$ cat config.mk
export PLATFORM = sky130hd
export DESIGN_NAME = isort_cell
export DESIGN_NICKNAME = d
export VERILOG_FILES = /design/src/rtl/isort_pkg.sv /design/src/rtl/isort_cell.sv
export SDC_FILE = /design/constraint.sdc
export NUM_CORES = 1
export LEC_CHECK = 0
export ABC_CLOCK_PERIOD_IN_PS = 3500
export CAP_MARGIN = 15
export CELL_PAD_IN_SITES_DETAIL_PLACEMENT = 0
export CELL_PAD_IN_SITES_GLOBAL_PLACEMENT = 2
export CORE_UTILIZATION = 30
export CTS_CLUSTER_DIAMETER = 150
export DETAILED_ROUTE_END_ITERATION = 10
export DONT_BUFFER_PORTS = 1
export PLACE_DENSITY_LB_ADDON = 0.1
export RECOVER_POWER = 25
export SLEW_MARGIN = 20
export SYNTH_ARGS = -nofsm -noshare
export SYNTH_HDL_FRONTEND = slang
export SYNTH_SLANG_ARGS = --single-unit
export TNS_END_PERCENT = 5
$ cat constraint.sdc
create_clock -name i_clk -period 3.5 [get_ports i_clk]
set_clock_uncertainty 0.05 [all_clocks]
set_input_delay 0 -clock i_clk [delete_from_list [all_inputs] [get_ports i_clk]]
set_output_delay 0 -clock i_clk [all_outputs]
set_load 0.03 [all_outputs]
$ cat src/rtl/isort_pkg.sv
// Shared constants and types for the insertion sorter.
// Depends on nothing; used by the stream interfaces, the cell and the top level.
package isort_pkg;

    localparam int DATA_W    = 32;
    localparam int DEPTH_DEF = 64;

    // One storage slot of the cell chain.
    typedef struct packed {
        logic                     occ;
        logic signed [DATA_W-1:0] value;
    } t_slot;

    // Per-cycle command broadcast to every cell.
    typedef struct packed {
        logic insert;
        logic drain;
    } t_cell_ctrl;

endpackage

$ cat src/rtl/isort_cell.sv
// One compare-and-shift cell of the insertion sorter chain.
// Depends on isort_pkg for the slot and command types.
module isort_cell (
    input  logic                                i_clk,
    input  logic                                i_rst_n,
    input  isort_pkg::t_cell_ctrl               i_ctrl,
    input  logic signed [isort_pkg::DATA_W-1:0] i_new,
    input  isort_pkg::t_slot                    i_left,
    input  logic                                i_left_gt,
    input  isort_pkg::t_slot                    i_right,
    output isort_pkg::t_slot                    o_slot,
    output logic                                o_gt
);

    logic                                r_occ;
    logic signed [isort_pkg::DATA_W-1:0] r_value;
    isort_pkg::t_slot                    n_slot;

    // Empty cells, and cells holding a strictly greater value, give way.
    assign o_gt = !r_occ || (r_value > i_new);

    always_comb begin
        n_slot.occ   = r_occ;
        n_slot.value = r_value;
        if (i_ctrl.insert && o_gt) begin
            if (i_left_gt) begin
                n_slot = i_left;
            end else begin
                n_slot.occ   = 1'b1;
                n_slot.value = i_new;
            end
        end else if (i_ctrl.drain) begin
            n_slot = i_right;
        end
    end

    always_ff @(posedge i_clk) begin
        if (!i_rst_n) begin
            r_occ <= 1'b0;
        end else begin
            r_occ <= n_slot.occ;
        end
    end

    always_ff @(posedge i_clk) begin
        r_value <= n_slot.value;
    end

    assign o_slot.occ   = r_occ;
    assign o_slot.value = r_value;

endmodule

# Yosys cells after proc, flatten, opt, wreduce, memory -nomap -nowiden
# Index checks and enable logic that the tools add are counted.
# totals
elab_cells	10
regBits	33
output_inout_bits	34
in_bits	103
# op_classes
n_reduce_logical	4
magnitude_cmp	1
muxes	3
# op_table
cell	n
$mux 33	3
$gt 32x32->1	1
$reduce_bool 2->1	1
$logic_and 1x1->1	1
$logic_not 1->1	1
$logic_or 1x1->1	1

# Logic depth before layout (Yosys ltp)
# depth
ltp_word	4
ltp_mapped	12
depth_no_buf	9

# Worst setup path after synthesis
# Ideal clock, no wire load.
# synth_path
kind	register to register
startpoint	reg r_value[31] (netlist bit)
endpoint	reg r_value[0] (netlist bit) (enable)
arrival_time_ps	3093
synth_period_minus_slack_ps	3531
required_time_ps	3062
path_buffers	1
setup_time_ps	388
stages_incl_launch_ff	10
path_slack_ps	-31
cell_sequence	edfxtp_1 > ha_1 > nand4_1 > nor4_2 > nor2_1 > a31oi_1 > nand2_2 > buf_6 > o21ai_2 > a21o_1
# synth_between
elab_chain_cells	4
# synth_rtl
element	line	source
start, declared	isort_cell.sv:16	logic signed [isort_pkg::DATA_W-1:0] r_value;
start signal, assigned	isort_cell.sv:46	r_value <= n_slot.value;
$gt 32x32->1	isort_cell.sv:20	assign o_gt = !r_occ || (r_value > i_new);
$logic_or 1x1->1	isort_cell.sv:20	
via o_gt	isort_cell.sv:12	output logic o_gt
$logic_and 1x1->1	isort_cell.sv:25	if (i_ctrl.insert && o_gt) begin
$reduce_bool 2->1 (no source line)	--	
# The timed path passes the listed nets, and every way through them passes these cells.
# A chain may end at the register's enable or synchronous reset.

# Worst setup path in the final report
# layout_path
startpoint	reg r_value[29] (netlist bit)
endpoint	reg r_occ
# layout_between
elab_chain_cells	4
word_cells_on_any_way	5
cone_classes	order compare: 1; mux: 1; reduce/logical: 3
# layout_rtl
element	line	source
$gt 32x32->1 *	isort_cell.sv:20	
$logic_or 1x1->1 *	isort_cell.sv:20	
$logic_and 1x1->1 *	isort_cell.sv:25	
$mux 33 / $reduce_bool 2->1 (equally long branches)	--	
end signal, assigned	isort_cell.sv:41	r_occ <= n_slot.occ;
end, declared	isort_cell.sv:15	logic r_occ;
# Every way passes the cells marked *; elsewhere a longest branch is shown, timed or not.

==> results.json <==
{
  "outcome": "finished, final reports clean",
  "seqCellArea_sq_um": 982,
  "cpPeakStageDelay_ns": 0.55,
  "cts_setup_buffers": 0,
  "cp.required_ns": 3.61,
  "clock_latency_ns": 0.27,
  "dieArea_sq_um": 12800,
  "dr.pass1.iters": 4,
  "place_ws_ns": 0.457,
  "grt_max_degree": 69,
  "grt_first_pass_wirelength_mm": 17.6,
  "setup_viol": 0,
  "grt_pass1_vias": 3237,
  "wl_per_cell_um": 20.0,
  "rows": 40,
  "utilization": 0.361,
  "n_fill_cell": 1265,
  "gr-usage-all-layers": 0.177,
  "period_share": 0.944,
  "cts.sinks": 33,
  "max_freq_mhz": 303,
  "tns_ns": 0,
  "cts-root-buf": "clkbuf_16",
  "final_antenna_net_count": 0,
  "clk_pin_slew_ns": 0.06,
  "clockBufferDepth": 2,
  "path_class": "flop to flop",
  "final_cell_mix": "nand2_1 (40), dlygate4sd3_1 (35), a31oi_1 (34), inv_1 (34)",
  "syn-num-nets": 527,
  "cp-end-kind": "flop",
  "cts_made_buffers": 5,
  "drc": 0,
  "hold_start": "i_new[24]",
  "path_max_fanout": 35,
  "finalNonFillerCells": 569,
  "r2r-start": "r_value[29]$_DFFE_PP_",
  "rsz0062_at_grt": "false",
  "nets": 556,
  "antenna_found_initial": 0,
  "p_leak_nw": 1.74,
  "ys_ff_latch": 33,
  "antennaDiodeCount": 0,
  "io_pins": 137,
  "worst_pin_slew_ns": 1.04,
  "synth-edff-count": 32,
  "syn_area_per_cell_sq_um": 9.47,
  "hold_violations": 0,
  "htree_levels": 2,
  "netlist_top_cells_area": "edfxtp_1 (26%), ha_1 (11%), o211ai_2 (10%)",
  "met2_length_mm": 5.15,
  "die_w_um": 113,
  "dp.cells": 526,
  "die_h_um": 113,
  "hold_path.class": "input port to flop",
  "layout_commonest_cell": "nand2_1",
  "place_hpwl_mm": 8.01,
  "viasPerCell": 5.82,
  "layout_min_cycle_time_ns": 3.30,
  "wl_met3_um": 762,
  "fin_total_pwr_mw": 2.13,
  "layout_setup_ws_ns": 0.198,
  "vias": 3312,
  "wl_mm": 11.4,
  "wl_met1_mm": 5.34,
  "coreArea_sq_um": 12000,
  "critical_path_arrival_ns": 3.41,
  "path_cells": "ha_1 -> a21o_1 -> a2111o_1 -> a2111oi_2 -> nand3_1 -> nor2_4 -> buf_8 -> o2111a_1 -> a211oi_2 -> dlygate4sd3_1",
  "synth_seq_area_share": 0.264,
  "io_buffers": 0,
  "area_delta_synth_final_pct": 17.0,
  "gr-total-overflow": 0,
  "yosys_warnings": 0,
  "synth.largest_area_cell": "edfxtp_1",
  "drt_iter0_markers": 134,
  "top_layer": "met4",
  "multiInputGateArea_sq_um": 2360,
  "ys_types": 42,
  "synthCells": 392,
  "synth_ff_type": "edfxtp_1",
  "async_flop_share": 0,
  "cts_tree": "yes",
  "peakVddDrop_mv": 0.202,
  "start_util": 0.309,
  "start_kind": "flop",
  "slew_violations": 0,
  "startpoint": "r_value[29]$_DFFE_PP_",
  "maxCapViolations": 0,
  "gp_congestion": 0.702,
  "slew_headroom": 0.308,
  "synth_area_sq_um": 3710,
  "drive_gt1_frac": 0.156,
  "p_per_area_nw_per_um2": 492,
  "synth_top_area_frac": 0.259,
  "cp_slowest_cell": "dlygate4sd3_1"
}
==> per-stage QoR <==
step / area [sq um] / hold WS, ns
floorplan: 3710 / 0.112
global placement: 3860 / 0.119
detailed placement: 3860 / 0.119
CTS: 4350 / 0.0572
global route: 4340 / 0.0961
finish: 4340 / 0.0673
==> synthesized netlist by cell type (2+ instances only) <==
| cell type | n |
|---|---|
| nand4_1 | 8 |
| o211ai_1 | 3 |
| a31oi_1 | 34 |
| clkbuf_1 | 18 |
| ha_1 | 32 |
| mux2i_1 | 32 |
| o2bb2ai_1 | 32 |
| o21ai_0 | 4 |
| buf_6 | 4 |
| and2_2 | 2 |
| nor2_1 | 6 |
| buf_2 | 4 |
| buf_12 | 4 |
| or4_1 | 32 |
| edfxtp_1 | 32 |
| buf_4 | 3 |
| inv_1 | 35 |
| nor2b_1 | 2 |
| nand2_1 | 40 |
| a21oi_1 | 12 |
| a21o_1 | 3 |
| o211ai_2 | 30 |
==> cell families (layout without fill, tap and decap cells) <==
family | Yosys count | in the layout | synth area share
AND/OR/NAND/NOR | 97 | 97 | 0.145
flip-flops | 33 | 33 | 0.264
AO/OA/AOI/OAI | 128 | 128 | 0.295
adder cells (fa/ha/maj) | 32 | 32 | 0.108
multiplexers | 32 | 32 | 0.0863
buffers and inverters | 70 | 100 | 0.102
==> layer usage <==
| metal | GRT usage | vias up |
|---|---|---|
| met5 | 0 | - |
| met4 | 0.0404 | 0 |
| met3 | 0.0423 | 6 |
| met2 | 0.283 | 115 |
| met1 | 0.241 | 1593 |
| li1 | - | 1598 |
==> area by class of cell <==
class / count / area share
Clock buffer: 8 / 0.0314
Inverter: 35 / 0.0303
Multi-Input combinational cell: 289 / 0.543
Timing Repair Buffer: 57 / 0.127
Tap cell: 147 / 0.0424
Sequential cell: 33 / 0.226
==> critical path: cells and delay by family, from the launching register on <==
kind | cells | cell delay, ns
compound gates | 5 | 1.25
flops | 1 | 0.41
buf+inv | 2 | 0.79
fa+ha+maj | 1 | 0.31
simple gates | 2 | 0.37
==> flip-flops by register name, summed over array words and instances, names as in the netlist <==
name     flops
r_occ        1
r_value     32
==> final timing paths <==
check / to / slack (ns) / cells after the start
max: r_occ$_SDFFE_PN0P_ / 0.20 / 10
min: r_value[24]$_DFFE_PP_ / 0.07 / 4
max reg2reg: r_occ$_SDFFE_PN0P_ / 0.20 / 10
min reg2reg: r_value[0]$_DFFE_PP_ / 1.02 / 3
==> what timing repair did <==
item / 4_1_cts / 5_1_grt
setup endpoints to repair: 0 / 1
resized for setup: 0 / 2
hold endpoints to repair: 33 / 0
hold buffers: 35 / 0
==> power by group <==
group / switching (mW) / internal [mW]
combinational: 0.598 / 0.370
sequential: 0.176 / 0.560
clock: 0.166 / 0.265
Note: power is estimated with default switching activity, not from simulation.
